### config.mk
export PLATFORM = sky130hd
export DESIGN_NAME = gdt_ctrl
export DESIGN_NICKNAME = d
export VERILOG_FILES = /design/src/rtl/core/gdt_pkg.sv /design/src/rtl/core/gdt_ctrl.sv
export SDC_FILE = /design/constraint.sdc
export NUM_CORES = 1
export LEC_CHECK = 0
export CAP_MARGIN = 30
export CELL_PAD_IN_SITES_DETAIL_PLACEMENT = 1
export CELL_PAD_IN_SITES_GLOBAL_PLACEMENT = 1
export CORE_ASPECT_RATIO = 1.75
export CORE_MARGIN = 3
export CORE_UTILIZATION = 46
export DETAILED_ROUTE_END_ITERATION = 16
export DONT_BUFFER_PORTS = 1
export PLACE_DENSITY = 0.75
export SYNTH_ARGS = -nofsm -noshare
export SYNTH_HDL_FRONTEND = slang
export SYNTH_SLANG_ARGS = --single-unit
### constraint.sdc
create_clock -name aclk -period 2.37 [get_ports aclk]
set_input_delay 0.474 -clock aclk [delete_from_list [all_inputs] [get_ports aclk]]
set_output_delay 0.474 -clock aclk [all_outputs]
set_load 0.01 [all_outputs]
### src/rtl/core/gdt_pkg.sv
// Shared types and constants of the graph degree table.
// Used by the controller, the datapath and the top level; no dependencies.
package gdt_pkg;

    localparam int NODE_COUNT_DEF = 64;
    localparam int ACTION_W       = 2;
    localparam int NODE_W         = 6;
    localparam int DEG_W          = 7;

    typedef enum logic [ACTION_W-1:0] {
        ACT_ADD = 2'd0,
        ACT_REM = 2'd1,
        ACT_CMP = 2'd2,
        ACT_MIN = 2'd3
    } action_t;

    typedef enum logic [4:0] {
        OP_IDLE,
        OP_START,
        OP_ADD_RA,
        OP_ADD_UA,
        OP_ADD_RB,
        OP_ADD_UB,
        OP_REM_CHK,
        OP_LST_RD,
        OP_LST_DEG,
        OP_PACK,
        OP_REM_RR,
        OP_REM_LR,
        OP_REM_SCAN,
        OP_REM_FIX,
        OP_REM_CLR,
        OP_CMP_CHK,
        OP_MIN_CHK,
        OP_CNT_CHK,
        OP_SEL_CHK,
        OP_EMIT
    } op_t;

    typedef struct packed {
        op_t op;
    } cmd_t;

    typedef struct packed {
        action_t in_action;
        logic    ab_in_range;
        logic    a_in_range;
        logic    edge_hit;
        logic    self_loop;
        logic    a_listed;
        logic    count_zero;
        logic    idx_last;
        logic    scan_last;
        logic    scan_hit;
        logic    deg_match;
        logic    last_pending;
        logic    out_free;
    } status_t;

endpackage

### src/rtl/core/gdt_ctrl.sv
// Sequencing state machine of the graph degree table.
// Depends on gdt_pkg; drives datapath commands from datapath status.
module gdt_ctrl (
    input  logic              aclk,
    input  logic              aresetn,
    input  logic              s_valid,
    output logic              s_ready,
    output gdt_pkg::cmd_t     cmd,
    input  gdt_pkg::status_t  status
);

    import gdt_pkg::*;

    typedef enum logic [18:0] {
        ST_IDLE     = 19'h00001,
        ST_ADD_RA   = 19'h00002,
        ST_ADD_UA   = 19'h00004,
        ST_ADD_RB   = 19'h00008,
        ST_ADD_UB   = 19'h00010,
        ST_REM_CHK  = 19'h00020,
        ST_L_RD     = 19'h00040,
        ST_L_DEG    = 19'h00080,
        ST_PACK     = 19'h00100,
        ST_REM_RR   = 19'h00200,
        ST_REM_LR   = 19'h00400,
        ST_REM_SCAN = 19'h00800,
        ST_REM_FIX  = 19'h01000,
        ST_REM_CLR  = 19'h02000,
        ST_CMP_CHK  = 19'h04000,
        ST_MIN_CHK  = 19'h08000,
        ST_CNT_CHK  = 19'h10000,
        ST_SEL_CHK  = 19'h20000,
        ST_EMIT     = 19'h40000
    } state_t;

    typedef enum logic [2:0] {
        PASS_PACK,
        PASS_CMP,
        PASS_MIN,
        PASS_CNT,
        PASS_SEL
    } pass_t;

    state_t state_reg, state_next;
    pass_t  pass_reg, pass_next;

    always_ff @(posedge aclk) begin
        if (!aresetn) begin
            state_reg <= ST_IDLE;
            pass_reg  <= PASS_PACK;
        end else begin
            state_reg <= state_next;
            pass_reg  <= pass_next;
        end
    end

    always_comb begin
        state_next = state_reg;
        pass_next  = pass_reg;
        cmd.op     = OP_IDLE;
        s_ready    = 1'b0;
        case (state_reg)
            ST_IDLE: begin
                s_ready = 1'b1;
                if (s_valid) begin
                    cmd.op = OP_START;
                    case (status.in_action)
                        ACT_ADD: state_next = ST_ADD_RA;
                        ACT_REM: state_next = ST_REM_CHK;
                        ACT_CMP: begin
                            pass_next  = PASS_CMP;
                            state_next = status.count_zero ? ST_EMIT : ST_L_RD;
                        end
                        ACT_MIN: begin
                            pass_next  = PASS_MIN;
                            state_next = status.count_zero ? ST_EMIT : ST_L_RD;
                        end
                        default: state_next = ST_IDLE;
                    endcase
                end
            end
            ST_ADD_RA: begin
                cmd.op     = OP_ADD_RA;
                state_next = status.ab_in_range ? ST_ADD_UA : ST_EMIT;
            end
            ST_ADD_UA: begin
                cmd.op     = OP_ADD_UA;
                state_next = (status.edge_hit || status.self_loop) ? ST_EMIT : ST_ADD_RB;
            end
            ST_ADD_RB: begin
                cmd.op     = OP_ADD_RB;
                state_next = ST_ADD_UB;
            end
            ST_ADD_UB: begin
                cmd.op     = OP_ADD_UB;
                state_next = ST_EMIT;
            end
            ST_REM_CHK: begin
                cmd.op = OP_REM_CHK;
                if (!status.a_in_range) begin
                    state_next = ST_EMIT;
                end else if (status.a_listed) begin
                    pass_next  = PASS_PACK;
                    state_next = ST_L_RD;
                end else begin
                    state_next = ST_REM_RR;
                end
            end
            ST_L_RD: begin
                cmd.op     = OP_LST_RD;
                state_next = (pass_reg == PASS_PACK) ? ST_PACK : ST_L_DEG;
            end
            ST_L_DEG: begin
                cmd.op = OP_LST_DEG;
                case (pass_reg)
                    PASS_CMP: state_next = ST_CMP_CHK;
                    PASS_MIN: state_next = ST_MIN_CHK;
                    PASS_CNT: state_next = ST_CNT_CHK;
                    default:  state_next = ST_SEL_CHK;
                endcase
            end
            ST_PACK: begin
                cmd.op     = OP_PACK;
                state_next = status.idx_last ? ST_REM_RR : ST_L_RD;
            end
            ST_REM_RR: begin
                cmd.op     = OP_REM_RR;
                state_next = ST_REM_LR;
            end
            ST_REM_LR: begin
                cmd.op     = OP_REM_LR;
                state_next = ST_REM_SCAN;
            end
            ST_REM_SCAN: begin
                cmd.op = OP_REM_SCAN;
                if (status.scan_hit) begin
                    state_next = ST_REM_FIX;
                end else if (status.scan_last) begin
                    state_next = ST_REM_CLR;
                end
            end
            ST_REM_FIX: begin
                cmd.op     = OP_REM_FIX;
                state_next = status.scan_last ? ST_REM_CLR : ST_REM_SCAN;
            end
            ST_REM_CLR: begin
                cmd.op     = OP_REM_CLR;
                state_next = ST_EMIT;
            end
            ST_CMP_CHK: begin
                cmd.op     = OP_CMP_CHK;
                state_next = status.idx_last ? ST_EMIT : ST_L_RD;
            end
            ST_MIN_CHK: begin
                cmd.op     = OP_MIN_CHK;
                state_next = ST_L_RD;
                if (status.idx_last) begin
                    pass_next = PASS_CNT;
                end
            end
            ST_CNT_CHK: begin
                cmd.op     = OP_CNT_CHK;
                state_next = ST_L_RD;
                if (status.idx_last) begin
                    pass_next = PASS_SEL;
                end
            end
            ST_SEL_CHK: begin
                cmd.op = OP_SEL_CHK;
                if (status.deg_match) begin
                    state_next = ST_EMIT;
                end else if (status.idx_last) begin
                    state_next = ST_IDLE;
                end else begin
                    state_next = ST_L_RD;
                end
            end
            ST_EMIT: begin
                if (status.out_free) begin
                    cmd.op     = OP_EMIT;
                    state_next = status.last_pending ? ST_IDLE : ST_L_RD;
                end
            end
            default: state_next = ST_IDLE;
        endcase
    end

endmodule

==> results.md <==
- Max cap viols: 0
- Worst Clk Skew: 0.0140 ns
- Crit path kind: reg2out
- R2R Path End: pass_reg[0]
- Via count: between 2,000 and 2,500
- Register area: around 460 um2
- Top post-synthesis cells by count: 26 x nor2_1, 22 x dfxtp_1, 16 x nor3_1
- Synth Cell Area: 1530 um2
- Final min period: 2.64 ns
- First drt pass iteration count: 6
- Post-synth EDFFs: 0
- Rows: 27
- Cells after synthesis: 193
- First-pass GRT wire length: around 10 mm
- CTS H-tree depth: 1
- Slew Limit Fails: 0
- Num CTS Buffers: 3
- Placed cell areas: approximately 1800 um2
- Endpoints failing hold: 0
- Sequential share of the synthesized area: 28.8%
- Most Used Layer, Global Route: met2
- WP depth: 7
- Synth cell types: 50
- Core Area: roughly 3200 um2
- Adder-cell share of the synthesized area: 0%
- Die Area: 4080 um2
- XOR/XNOR share of the synthesized area: under 10%
- Final WL: about 8.4 mm
- VDD IR max: 0.560 mV
- Die H: approximately 80 um
- Post-route ant nets: 0
- CTS tree: done
- FF-to-FF Start: state_reg[10]
- Critical-path top delay cell: dfxtp_4
- Worst Path Required: approximately 1.9 ns
- Largest register FFs: 19
- Fin area: about 2300 um2
- Total power: 1.77 mW
- Area Overhead vs Synth: 47.1%
- Met2 Use GR: 60.6%
- Area of the multi-input gates: 1220 um2
- Wire per inst: roughly 30 um
- Failing checks: setup timing
- Crit path top cell by count: nor4_4
- Fillers: between 300 and 400
- Synth top area share: between 20% and 30%
- Grt ovf: 0
- Startpoint Class: register
- Met1 usage: a little over a third
- CTS Hold Bufs: 0
- Clock sinks: 22
- Synth Area in Compound Gates: between 10% and 20%
- Final setup violation count: 12
- Initial antenna violation count: 0
- Maximum number of pins on one net before global-route repair: 13
- Run status: finished with violations
- PwrDens: slightly below 800 nW/um2
- Worst R2R Setup Slack: -0.08 ns
- Top FF cell, synth: dfxtp_1
- Gr usage total: about a third
- Mux contribution to synthesized area: 0.654%
- Via density: between 7 and 8
- Max Root-Sink Buffers: 2
- Critical path's top delay family: simple AND/OR/NAND/NOR gates
- Final design utilization: 70.9%
- Die Span X: 49.6 um
- Yosys reg bits: 22
- Root Driver: clkbuf_8
- Post-DP HPWL: 4.75 mm
- Clock Latency Late Sink: a little under 0.3 ns
- CP endpoint: cmd[1]
- Slew headroom: between 60% and 70%
- Crit path DAT: around 2.2 ns
- Setup ws final: -0.267 ns
- Main combinational cell family by area after synthesis: simple AND/OR/NAND/NOR gates
- Setup crit end kind: primary output
- Initial Util: between 40% and 50%
- Synth async-reset ratio: 0%
- Nets: 262
- CP max stage delay: approximately 0.38 ns
- Post-Synthesis Net Count: 210
- Share of layout cells above drive strength 1: between 40% and 50%
- Worst Hold Class: in2reg
- Pleak: about 0.9 nW
- Io pins: 23
- Unrepaired setup endpoints after global routing: true
- Crit path from: state_reg[7]
- Post-Synth Simple-Gate Area: between 40% and 50%
- CP max FO: 6
- Critical Path, Cell by Cell: nor4_4 > buf_4 > nand4_4 > nor4_4 > and4bb_2 > a2111oi_4 > nand4_1
- Drt initial violations: roughly 130
- Cells on worst reg2reg path: 10
- Clock transition at path regs: about 0.09 ns
- Count leader, synth: nor2_1
- DRC Markers: 0
- Count of input and output buffers: 0
- GP Congestion: between 0.9 and 1
- Synth area leader: dfxtp_1
- Synth warn: 0
- Met3 global-route usage: roughly 3.2%
- Ranking of synthesized cells by area: dfxtp_1 29%, nor2_1 6.4%, nor3_1 5.2%
- Vias in the first global route: between 1,500 and 2,000
- Max frequency: 379 MHz
- WP buf/inv: 1
- Tightest Pin Transition: 0.543 ns
- Mean post-synth cell area: ~8 um2
- Hold Path Stages: 1
- Ant diodes: 0
- Tcrit/Tclk final: 111%
==> worst register-to-register path, stage by stage (launching register included) <==
cell	delay (ns)
dfxtp_2	0.35
nor4_4	0.42
buf_4	0.20
buf_4	0.11
nand2_1	0.07
or3_4	0.43
clkinv_4	0.10
buf_4	0.15
a221oi_2	0.09
o31ai_1	0.31
nor2_1	0.10
==> per-stage QoR <==
step / worst slack [ns] / instances / TNS [ns] / hold slack [ns]
after floorplan: 0.167 / 193 / 0 / 0.463
after global placement: -0.0696 / 259 / -0.136 / 0.487
after detailed placement: -0.0892 / 259 / -0.177 / 0.518
after CTS: -0.224 / 275 / -0.675 / 0.275
after global routing: -0.409 / 287 / -1.84 / 0.248
final: -0.267 / 287 / -1.12 / 0.245
==> cells in the final DEF, fill, tap and decap left out, types with 3 or more instances in the layout <==
cell,instances
buf_4,47
nor2_1,22
nor3_1,13
nand2_1,11
dfxtp_1,11
nand3_1,10
nor4_4,8
inv_1,8
dfxtp_2,7
nand3b_1,6
and3_1,6
buf_6,6
o21ai_0,5
xor2_1,4
nor4_1,4
clkbuf_8,4
dfxtp_4,4
nand4_1,3
or3_1,3
nor3b_1,3
a31o_2,3
or2_2,3
a21oi_1,3
a31oi_1,3
==> power by group <==
part / switching [mW] / internal, mW / total, mW / leakage [nW]
combinational: 0.580 / 0.436 / 1.02 / 0.691
sequential: 0.0623 / 0.401 / 0.463 / 0.184
clock: 0.145 / 0.149 / 0.294 / 0.0288
total: 0.788 / 0.986 / 1.77 / 0.904
==> layout make-up <==
type,instances,area share (%)
Multi-Input combinational cell,156,54.1
Sequential cell,22,20.6
Timing Repair Buffer,53,18.7
Clock buffer,4,2.45
Tap cell,43,2.39
Inverter,9,1.72
==> per-layer routing <==
| metal | part of all wire [%] | up-vias |
|---|---|---|
| met5 | 0 | - |
| met4 | 7.5 | 0 |
| met3 | 7.5 | 64 |
| met2 | 49 | 159 |
| met1 | 35 | 986 |
| li1 | - | 845 |
==> worst min-delay path by stage <==
stage / from / to / slack, ns
CTS: status[13] / state_reg[5] / 0.28
finish: status[13] / state_reg[5] / 0.25
global route: status[13] / state_reg[5] / 0.25
floorplan: pass_reg[0] / state_reg[15] / 0.46
global placement: pass_reg[0] / state_reg[15] / 0.49
detailed placement: pass_reg[0] / state_reg[15] / 0.52
==> cell families after synthesis <==
| kind of cell | count (synthesis) |
|---|---|
| simple gates | 114 |
| compound gates | 37 |
| flops | 22 |
| buf+inv | 15 |
| xor+xnor | 4 |
| mux | 1 |
==> timing repair <==
item / CTS / global route
cloned: 0 / 0
gates resized for setup: 29 / 27
endpoints found under the setup margin: 5 / 9
pin swaps: 11 / 12
buffers inserted: 13 / 13
No activity file was read; power rests on OpenSTA's default activity.
